$ cat config.mk
export PLATFORM = sky130hd
export DESIGN_NAME = incremental_pid_torque_core
export DESIGN_NICKNAME = d
export VERILOG_FILES = /design/src/ipt_pkg.sv /design/src/incremental_pid_torque_core.sv /design/src/ipt_increment.sv
export SDC_FILE = /design/constraint.sdc
export NUM_CORES = 2
export LEC_CHECK = 0
export BUFFER_PORTS_ARGS = -buffer_cell sky130_fd_sc_hd__buf_2
export CAP_MARGIN = 40
export CORE_ASPECT_RATIO = 1.5
export CORE_MARGIN = 1.5
export CORE_UTILIZATION = 60
export DETAILED_ROUTE_END_ITERATION = 8
export PLACE_DENSITY = 0.79
export SLEW_MARGIN = 20
export SYNTH_ARGS = -nofsm -noshare
export SYNTH_HDL_FRONTEND = slang
export SYNTH_SLANG_ARGS = --single-unit
$ cat constraint.sdc
create_clock -name aclk -period 9.2 [get_ports aclk]
set_input_delay 0.46 -clock aclk [delete_from_list [all_inputs] [get_ports aclk]]
set_output_delay 0.46 -clock aclk [all_outputs]
set_load 0.02 [all_outputs]
$ cat src/ipt_pkg.sv
package ipt_pkg;

    localparam int SPEED_W  = 16;
    localparam int GAIN_W   = 16;
    localparam int CLAMP_W  = 10;
    localparam int TORQUE_W = 11;
    localparam int ERR_W    = SPEED_W + 1;
    localparam int D1_W     = ERR_W + 1;
    localparam int D2_W     = ERR_W + 2;
    localparam int PP_W     = GAIN_W + 1 + D1_W;
    localparam int PI_W     = GAIN_W + 1 + ERR_W;
    localparam int PD_W     = GAIN_W + 1 + D2_W;
    localparam int INC_W    = PD_W + 2;
    localparam int ACC_W    = INC_W + 1;
    localparam int FRAC_W   = 16;
    localparam int CFG_IDX_W = 2;

    localparam int TORQUE_LIMIT = 1000;
    localparam logic signed [TORQUE_W-1:0] TORQUE_RESET = -11'sd250;

    localparam logic [GAIN_W-1:0]  GAIN_P_RESET      = 16'd21760;
    localparam logic [GAIN_W-1:0]  GAIN_I_RESET      = 16'd640;
    localparam logic [GAIN_W-1:0]  GAIN_D_RESET      = 16'd2048;
    localparam logic [CLAMP_W-1:0] DRIVE_LIMIT_RESET = 10'd1000;

    typedef enum logic [CFG_IDX_W-1:0] {
        REG_GAIN_P      = 2'd0,
        REG_GAIN_I      = 2'd1,
        REG_GAIN_D      = 2'd2,
        REG_DRIVE_LIMIT = 2'd3
    } cfg_reg_t;

    typedef struct packed {
        logic [GAIN_W-1:0] kp;
        logic [GAIN_W-1:0] ki;
        logic [GAIN_W-1:0] kd;
    } gains_t;

endpackage

$ cat src/incremental_pid_torque_core.sv
// Incremental PID torque controller. Each input word carries a target and a measured
// speed in signed Q8.8; the block keeps the last two speed errors and a stored torque,
// adds the Q22.16 increment kp*(e-e1) + ki*e + kd*(e-2*e1+e2) to it, saturates at
// +/-1000 and truncates toward zero, and emits that torque clamped to +/- the drive limit.
// One word is accepted per cycle while m_ready does not hold back the output. The error
// differences are registered on acceptance; the three gain multipliers, the sum of the
// products, the torque accumulation loop and the output clamp then each have a register.
// The accumulation loop (a wide add followed by saturation) and the error history are the
// feedback paths. The user writes gains and the drive limit through the configuration port
// only while no word is in flight; the block itself does not enforce this.
module incremental_pid_torque_core (
    input  logic                                      aclk,
    input  logic                                      aresetn,
    input  logic                                      cfg_we,
    input  logic [ipt_pkg::CFG_IDX_W-1:0]             cfg_index,
    input  logic [ipt_pkg::GAIN_W-1:0]                cfg_wdata,
    input  logic                                      s_valid,
    output logic                                      s_ready,
    input  logic signed [ipt_pkg::SPEED_W-1:0]        s_target_speed,
    input  logic signed [ipt_pkg::SPEED_W-1:0]        s_measured_speed,
    output logic                                      m_valid,
    input  logic                                      m_ready,
    output logic signed [ipt_pkg::TORQUE_W-1:0]       m_drive_torque
);
    import ipt_pkg::*;

    localparam logic signed [ACC_W-1:0] ACC_HI = ACC_W'(TORQUE_LIMIT * (2 ** FRAC_W));

    gains_t               gains_reg;
    logic [CLAMP_W-1:0]   drive_limit_reg;

    logic                       inc_valid, inc_ready;
    logic signed [INC_W-1:0]    inc;

    logic                          acc_valid_reg, acc_ready, out_ready;
    logic signed [TORQUE_W-1:0]    torque_accum_reg, torque_next;
    logic signed [ACC_W-1:0]       acc_sum, acc_sat;
    logic signed [TORQUE_W-1:0]    lim, drive_next;
    logic                          m_valid_reg;
    logic signed [TORQUE_W-1:0]    m_drive_torque_reg;

    ipt_increment u_increment (
        .aclk        (aclk),
        .aresetn     (aresetn),
        .gains       (gains_reg),
        .in_valid    (s_valid),
        .in_ready    (s_ready),
        .in_target   (s_target_speed),
        .in_measured (s_measured_speed),
        .out_valid   (inc_valid),
        .out_ready   (inc_ready),
        .out_inc     (inc)
    );

    always_ff @(posedge aclk) begin
        if (!aresetn) begin
            gains_reg.kp    <= GAIN_P_RESET;
            gains_reg.ki    <= GAIN_I_RESET;
            gains_reg.kd    <= GAIN_D_RESET;
            drive_limit_reg <= DRIVE_LIMIT_RESET;
        end else if (cfg_we) begin
            unique case (cfg_reg_t'(cfg_index))
                REG_GAIN_P:      gains_reg.kp    <= cfg_wdata;
                REG_GAIN_I:      gains_reg.ki    <= cfg_wdata;
                REG_GAIN_D:      gains_reg.kd    <= cfg_wdata;
                REG_DRIVE_LIMIT: drive_limit_reg <= cfg_wdata[CLAMP_W-1:0];
                default: ;
            endcase
        end
    end

    assign out_ready = !m_valid_reg || m_ready;
    assign acc_ready = !acc_valid_reg || out_ready;
    assign inc_ready = acc_ready;

    // The sum is saturated first, then divided by 2^16 rounding toward zero.
    always_comb begin
        acc_sum = (ACC_W'(torque_accum_reg) <<< FRAC_W) + ACC_W'(inc);
        if (acc_sum > ACC_HI) begin
            acc_sat = ACC_HI;
        end else if (acc_sum < -ACC_HI) begin
            acc_sat = -ACC_HI;
        end else begin
            acc_sat = acc_sum;
        end
        torque_next = TORQUE_W'(acc_sat[ACC_W-1:FRAC_W])
                    + TORQUE_W'(acc_sat[ACC_W-1] && (acc_sat[FRAC_W-1:0] != '0));
    end

    always_comb begin
        lim = $signed({1'b0, drive_limit_reg});
        if (torque_accum_reg > lim) begin
            drive_next = lim;
        end else if (torque_accum_reg < -lim) begin
            drive_next = -lim;
        end else begin
            drive_next = torque_accum_reg;
        end
    end

    always_ff @(posedge aclk) begin
        if (!aresetn) begin
            acc_valid_reg    <= 1'b0;
            m_valid_reg      <= 1'b0;
            torque_accum_reg <= TORQUE_RESET;
        end else begin
            if (acc_ready) begin
                acc_valid_reg <= inc_valid;
            end
            if (out_ready) begin
                m_valid_reg <= acc_valid_reg;
            end
            if (inc_valid && acc_ready) begin
                torque_accum_reg <= torque_next;
            end
        end
    end

    always_ff @(posedge aclk) begin
        if (acc_valid_reg && out_ready) begin
            m_drive_torque_reg <= drive_next;
        end
    end

    assign m_valid        = m_valid_reg;
    assign m_drive_torque = m_drive_torque_reg;

    a_torque_range: assert property (@(posedge aclk) disable iff (!aresetn)
        (torque_accum_reg <= 11'sd1000) && (torque_accum_reg >= -11'sd1000))
        else $error("Stored torque left its saturation range.");

    a_reset_torque: assert property (@(posedge aclk)
        $past(!aresetn) |-> (torque_accum_reg == TORQUE_RESET))
        else $error("Stored torque did not take its reset value.");

    a_drive_clamped: assert property (@(posedge aclk) disable iff (!aresetn)
        (m_valid && !$past(cfg_we)) |->
            (m_drive_torque <= $signed({1'b0, drive_limit_reg}))
            && (m_drive_torque >= -$signed({1'b0, drive_limit_reg})))
        else $error("Drive torque exceeds the clamp magnitude.");

    a_accum_hold: assert property (@(posedge aclk) disable iff (!aresetn)
        !(inc_valid && acc_ready) |=> $stable(torque_accum_reg))
        else $error("Stored torque changed without an increment word.");

endmodule

$ cat src/ipt_increment.sv
module ipt_increment (
    input  logic                                      aclk,
    input  logic                                      aresetn,
    input  ipt_pkg::gains_t                           gains,
    input  logic                                      in_valid,
    output logic                                      in_ready,
    input  logic signed [ipt_pkg::SPEED_W-1:0]        in_target,
    input  logic signed [ipt_pkg::SPEED_W-1:0]        in_measured,
    output logic                                      out_valid,
    input  logic                                      out_ready,
    output logic signed [ipt_pkg::INC_W-1:0]          out_inc
);
    import ipt_pkg::*;

    logic s1_valid_reg, s2_valid_reg, s3_valid_reg;
    logic s1_ready, s2_ready, s3_ready;

    logic signed [ERR_W-1:0] prev_error_reg, prev_prev_error_reg;
    logic signed [ERR_W-1:0] err_next, err_reg;
    logic signed [D1_W-1:0]  d1_next, d1_reg;
    logic signed [D2_W-1:0]  d2_next, d2_reg;

    logic signed [PP_W-1:0]  pp_next, pp_reg;
    logic signed [PI_W-1:0]  pi_next, pi_reg;
    logic signed [PD_W-1:0]  pd_next, pd_reg;
    logic signed [INC_W-1:0] inc_next, inc_reg;

    assign s3_ready = !s3_valid_reg || out_ready;
    assign s2_ready = !s2_valid_reg || s3_ready;
    assign s1_ready = !s1_valid_reg || s2_ready;
    assign in_ready = s1_ready;

    always_comb begin
        err_next = ERR_W'(in_measured) - ERR_W'(in_target);
        d1_next  = D1_W'(err_next) - D1_W'(prev_error_reg);
        d2_next  = D2_W'(err_next) - (D2_W'(prev_error_reg) <<< 1)
                 + D2_W'(prev_prev_error_reg);
        pp_next  = $signed({1'b0, gains.kp}) * d1_reg;
        pi_next  = $signed({1'b0, gains.ki}) * err_reg;
        pd_next  = $signed({1'b0, gains.kd}) * d2_reg;
        inc_next = INC_W'(pp_reg) + INC_W'(pi_reg) + INC_W'(pd_reg);
    end

    always_ff @(posedge aclk) begin
        if (!aresetn) begin
            s1_valid_reg        <= 1'b0;
            s2_valid_reg        <= 1'b0;
            s3_valid_reg        <= 1'b0;
            prev_error_reg      <= '0;
            prev_prev_error_reg <= '0;
        end else begin
            if (s1_ready) begin
                s1_valid_reg <= in_valid;
            end
            if (s2_ready) begin
                s2_valid_reg <= s1_valid_reg;
            end
            if (s3_ready) begin
                s3_valid_reg <= s2_valid_reg;
            end
            if (in_valid && s1_ready) begin
                prev_error_reg      <= err_next;
                prev_prev_error_reg <= prev_error_reg;
            end
        end
    end

    always_ff @(posedge aclk) begin
        if (in_valid && s1_ready) begin
            err_reg <= err_next;
            d1_reg  <= d1_next;
            d2_reg  <= d2_next;
        end
        if (s1_valid_reg && s2_ready) begin
            pp_reg <= pp_next;
            pi_reg <= pi_next;
            pd_reg <= pd_next;
        end
        if (s2_valid_reg && s3_ready) begin
            inc_reg <= inc_next;
        end
    end

    assign out_valid = s3_valid_reg;
    assign out_inc   = inc_reg;

endmodule

==> impl_results.md <==
- Hold Crit Start: s_valid
- Clock Tree Root: clkbuf_16
- Syn Nets: approximately 6600
- Average cell area after synthesis: 9.331 um2
- Critical Path Source: u_increment.d2_reg[8]
- Share of cells above drive strength 1: under 10%
- Via Count: approximately 36000
- Port bufs: between 60 and 70
- Ys Warns: 0
- Share of Yosys cell area claimed by the top area cell type: between 30 and 40%
- Synth area leader: fa_1
- Top area cells in the synthesized netlist: fa_1 (35%), edfxtp_1 (13%), ha_1 (11%)
- Met1 usage: a little over a third
- Met2 Resource Use GR: a little under three fifths
- Period utilization: between 70 and 80%
- Area of the core: 81040 um2
- Status: finished, final reports clean
- Wirelength per Cell: 20.71 um
- Die ar.: ~83000 um2
- Syn Inst Count: 5250
- Vias in the first global route: 38680
- # hold bufs at CTS: 0
- Sink count of the clock tree: 315
- Fmax: ~140 MHz
- EDFF count, synth: 207
- Number of flip-flops under the largest register name: 48
- WP data arrival: 7.48 ns
- FF+latch count, synth: around 320
- Setup Total Neg Slack: 0 ns
- Top Ports: between 60 and 70
- Endpoints failing setup: 0
- Clock Skew: ~0.033 ns
- GRT Overall Usage: between 30% and 40%
- First DRT Iteration DRCs: around 2400
- First-pass GRT wire length: about 200000 um
- Period minus WS final: a little over 7 ns
- Met3 usage: 3.955%
- Worst-path clk slew: approximately 0.06 ns
- Max Slew Vio Count: 0
- Setup CP Type: reg2reg
- Post-DRT Antenna Nets: 0
- CTS tree: built
- CP Data Required Time: 9.63 ns
- Startpoint types: register
- Slew headroom: around 40%
- Final HPWL DP: roughly 100000 um
- Initial Util: about 60%
- Worst r2r src: u_increment.d2_reg[8]
- DIE HEIGHT: ~350 um
- Synth Flop Type: edfxtp_1
- Synthesized cell area: approximately 49000 um2
- Top Usage Layer GRT: met2
- Library cells used by synthesis: 93
- Grt ovf: 0
- Site Rows: between 100 and 150
- Ys async rst share: 0%
- Die W: approximately 240 um
- Residual DRC: 0
- CP max FO: 16
- H-tree depth: 2
- CP endpoint kind: register
- Clk buf depth: 3
- Final Hold Fails: 0
- Min-delay worst type: in2reg
- Dpl cells: 6197
- Post-CTS Setup Bufs: 0
- CTS resizes: 0
- Largest net degree at the start of global routing: between 60 and 70
- Initial antenna violation count: 2
- Max_cap viols: 0
- WL final: 129900 um
- Drt first pass iters: 5
- RSZ-0062 raised after global routing: no
- RD Place Congestion: 0.9597
- Final Non-Filler Cells: ~6300
- Nets@finish: around 6600
- Worst-Margin Slew: 0.8867 ns
- Register area share after synthesis: between 10% and 20%
- Total CTS buffers: 35
- Area delta synth->final: 4.975%
- Drt via density: between 5 and 6
- Clk_lat worst skew: between 0.5 and 0.6 ns
==> logic make-up (layout without fill, tap and decap cells) <==
kind of cell | after synthesis | count (layout) | synth area share, %
AOI/OAI and AO/OA | 590 | 590 | 7.872
adders and majority gates | 1304 | 1304 | 46.58
DFF | 315 | 315 | 17.10
xor gates and xnor gates | 191 | 191 | 3.415
buffers and inverters | 1311 | 1290 | 10.07
other | 0 | 3 | 0
and+or+nand+nor | 1527 | 1527 | 14.72
muxes | 12 | 12 | 0.2452
==> through the flow <==
step                      utilization (%)  worst slack (ns)  cell area [um2]  hold WS [ns]
after floorplan                         -           0.08609            48990        0.4319
after global placement              61.80             2.376            50080        0.4403
after detailed placement            61.86             2.255            50130        0.4481
after CTS                           63.30             2.190            51300        0.1044
after global routing                63.45             1.804            51420        0.1516
final                               63.46             2.141            51430        0.1170
==> worst max-delay path, stage by stage (launching register included) <==
cell	delay, ns
edfxtp_1	0.88
nand2_1	0.18
fa_1	0.57
inv_1	0.06
fa_1	0.54
inv_1	0.06
fa_1	0.50
inv_1	0.05
fa_1	0.49
inv_1	0.06
fa_1	0.53
inv_1	0.06
fa_1	0.49
ha_1	0.38
a21o_1	0.23
a21oi_1	0.18
a21oi_1	0.12
or2_1	0.27
o41a_1	0.36
a41oi_1	0.29
nand2_1	0.12
a2111o_1	0.39
o211ai_1	0.09
==> worst paths after layout <==
| kind | end | slack, ns | cells after the start |
|---|---|---|---|
| max reg2reg | u_increment.pd_reg[34] | 2.14 | 22 |
| min | u_increment.s1_valid_reg | 0.12 | 3 |
| min reg2reg | u_increment.prev_prev_error_reg[16] | 0.45 | 2 |
| max | u_increment.pd_reg[34] | 2.14 | 22 |
==> synth_stat cells (5+ instances only) <==
cell type and n:
a21boi_0 6, clkbuf_1 169, mux2i_1 12, nand4_1 21, o21ai_0 73, edfxtp_1 207, nor3b_1 5, o211ai_1 9
and2_1 333, nand2b_1 48, o41ai_1 5, nor4_1 11, a211oi_1 29, and3_1 23, nand3_1 56, nand2_1 778
or3_1 10, buf_1 7, o22ai_1 6, dfxtp_1 108, nor3_1 41, ha_1 438, a21oi_1 228, o21bai_1 17
xnor2_1 143, fa_1 866, nor2b_1 33, o31a_1 5, a31oi_1 12, or2_2 8, inv_1 1131, o21a_1 47
o31ai_1 10, a21o_1 58, o21ai_1 13, nor2_1 134, xor2_1 48
==> layout by cell type (no fill, tap or decap), types with 6 or more instances in the layout <==
cell       synthesis  routed
inv_1           1131    1130
fa_1             866     866
nand2_1          778     778
ha_1             438     438
and2_1           333     333
a21oi_1          228     228
edfxtp_1         207     207
xnor2_1          143     143
nor2_1           134     134
dfxtp_1          108     108
o21ai_0           73      73
buf_2              2      67
a21o_1            58      58
nand3_1           56      56
xor2_1            48      48
nand2b_1          48      48
o21a_1            47      47
nor3_1            41      41
clkbuf_16          0      36
nor2b_1           33      32
a211oi_1          29      29
and3_1            23      23
nand4_1           21      21
buf_4              0      18
o21bai_1          17      17
o21ai_1           13      13
a31oi_1           12      12
mux2i_1           12      12
nor4_1            11      11
or3_1             10      10
o31ai_1           10      10
o211ai_1           9       9
or2_2              8       8
clkinv_2           0       7
o22ai_1            6       6
clkbuf_1         169       6
==> layer usage <==
| layer | vias up | routed length (um) |
|---|---|---|
| met5 | - | 17 |
| li1 | 16130 | - |
| met1 | 18350 | 43760 |
| met2 | 1441 | 66710 |
| met3 | 506 | 7900 |
| met4 | 2 | 11490 |
==> cell type report <==
cell class | instances | area, um2
clock buffer | 45 | 953.4
fill | 6472 | 29610
multi-input combinational | 3624 | 35700
timing repair buffer | 94 | 618.1
inverter | 1132 | 4250
antenna | 3 | 7.507
sequential | 315 | 8378
clock inverter | 19 | 214.0
tap | 1040 | 1301
Power is not shown: default switching activity piles up to over one toggle a cycle in this logic, so the estimate is an artifact.
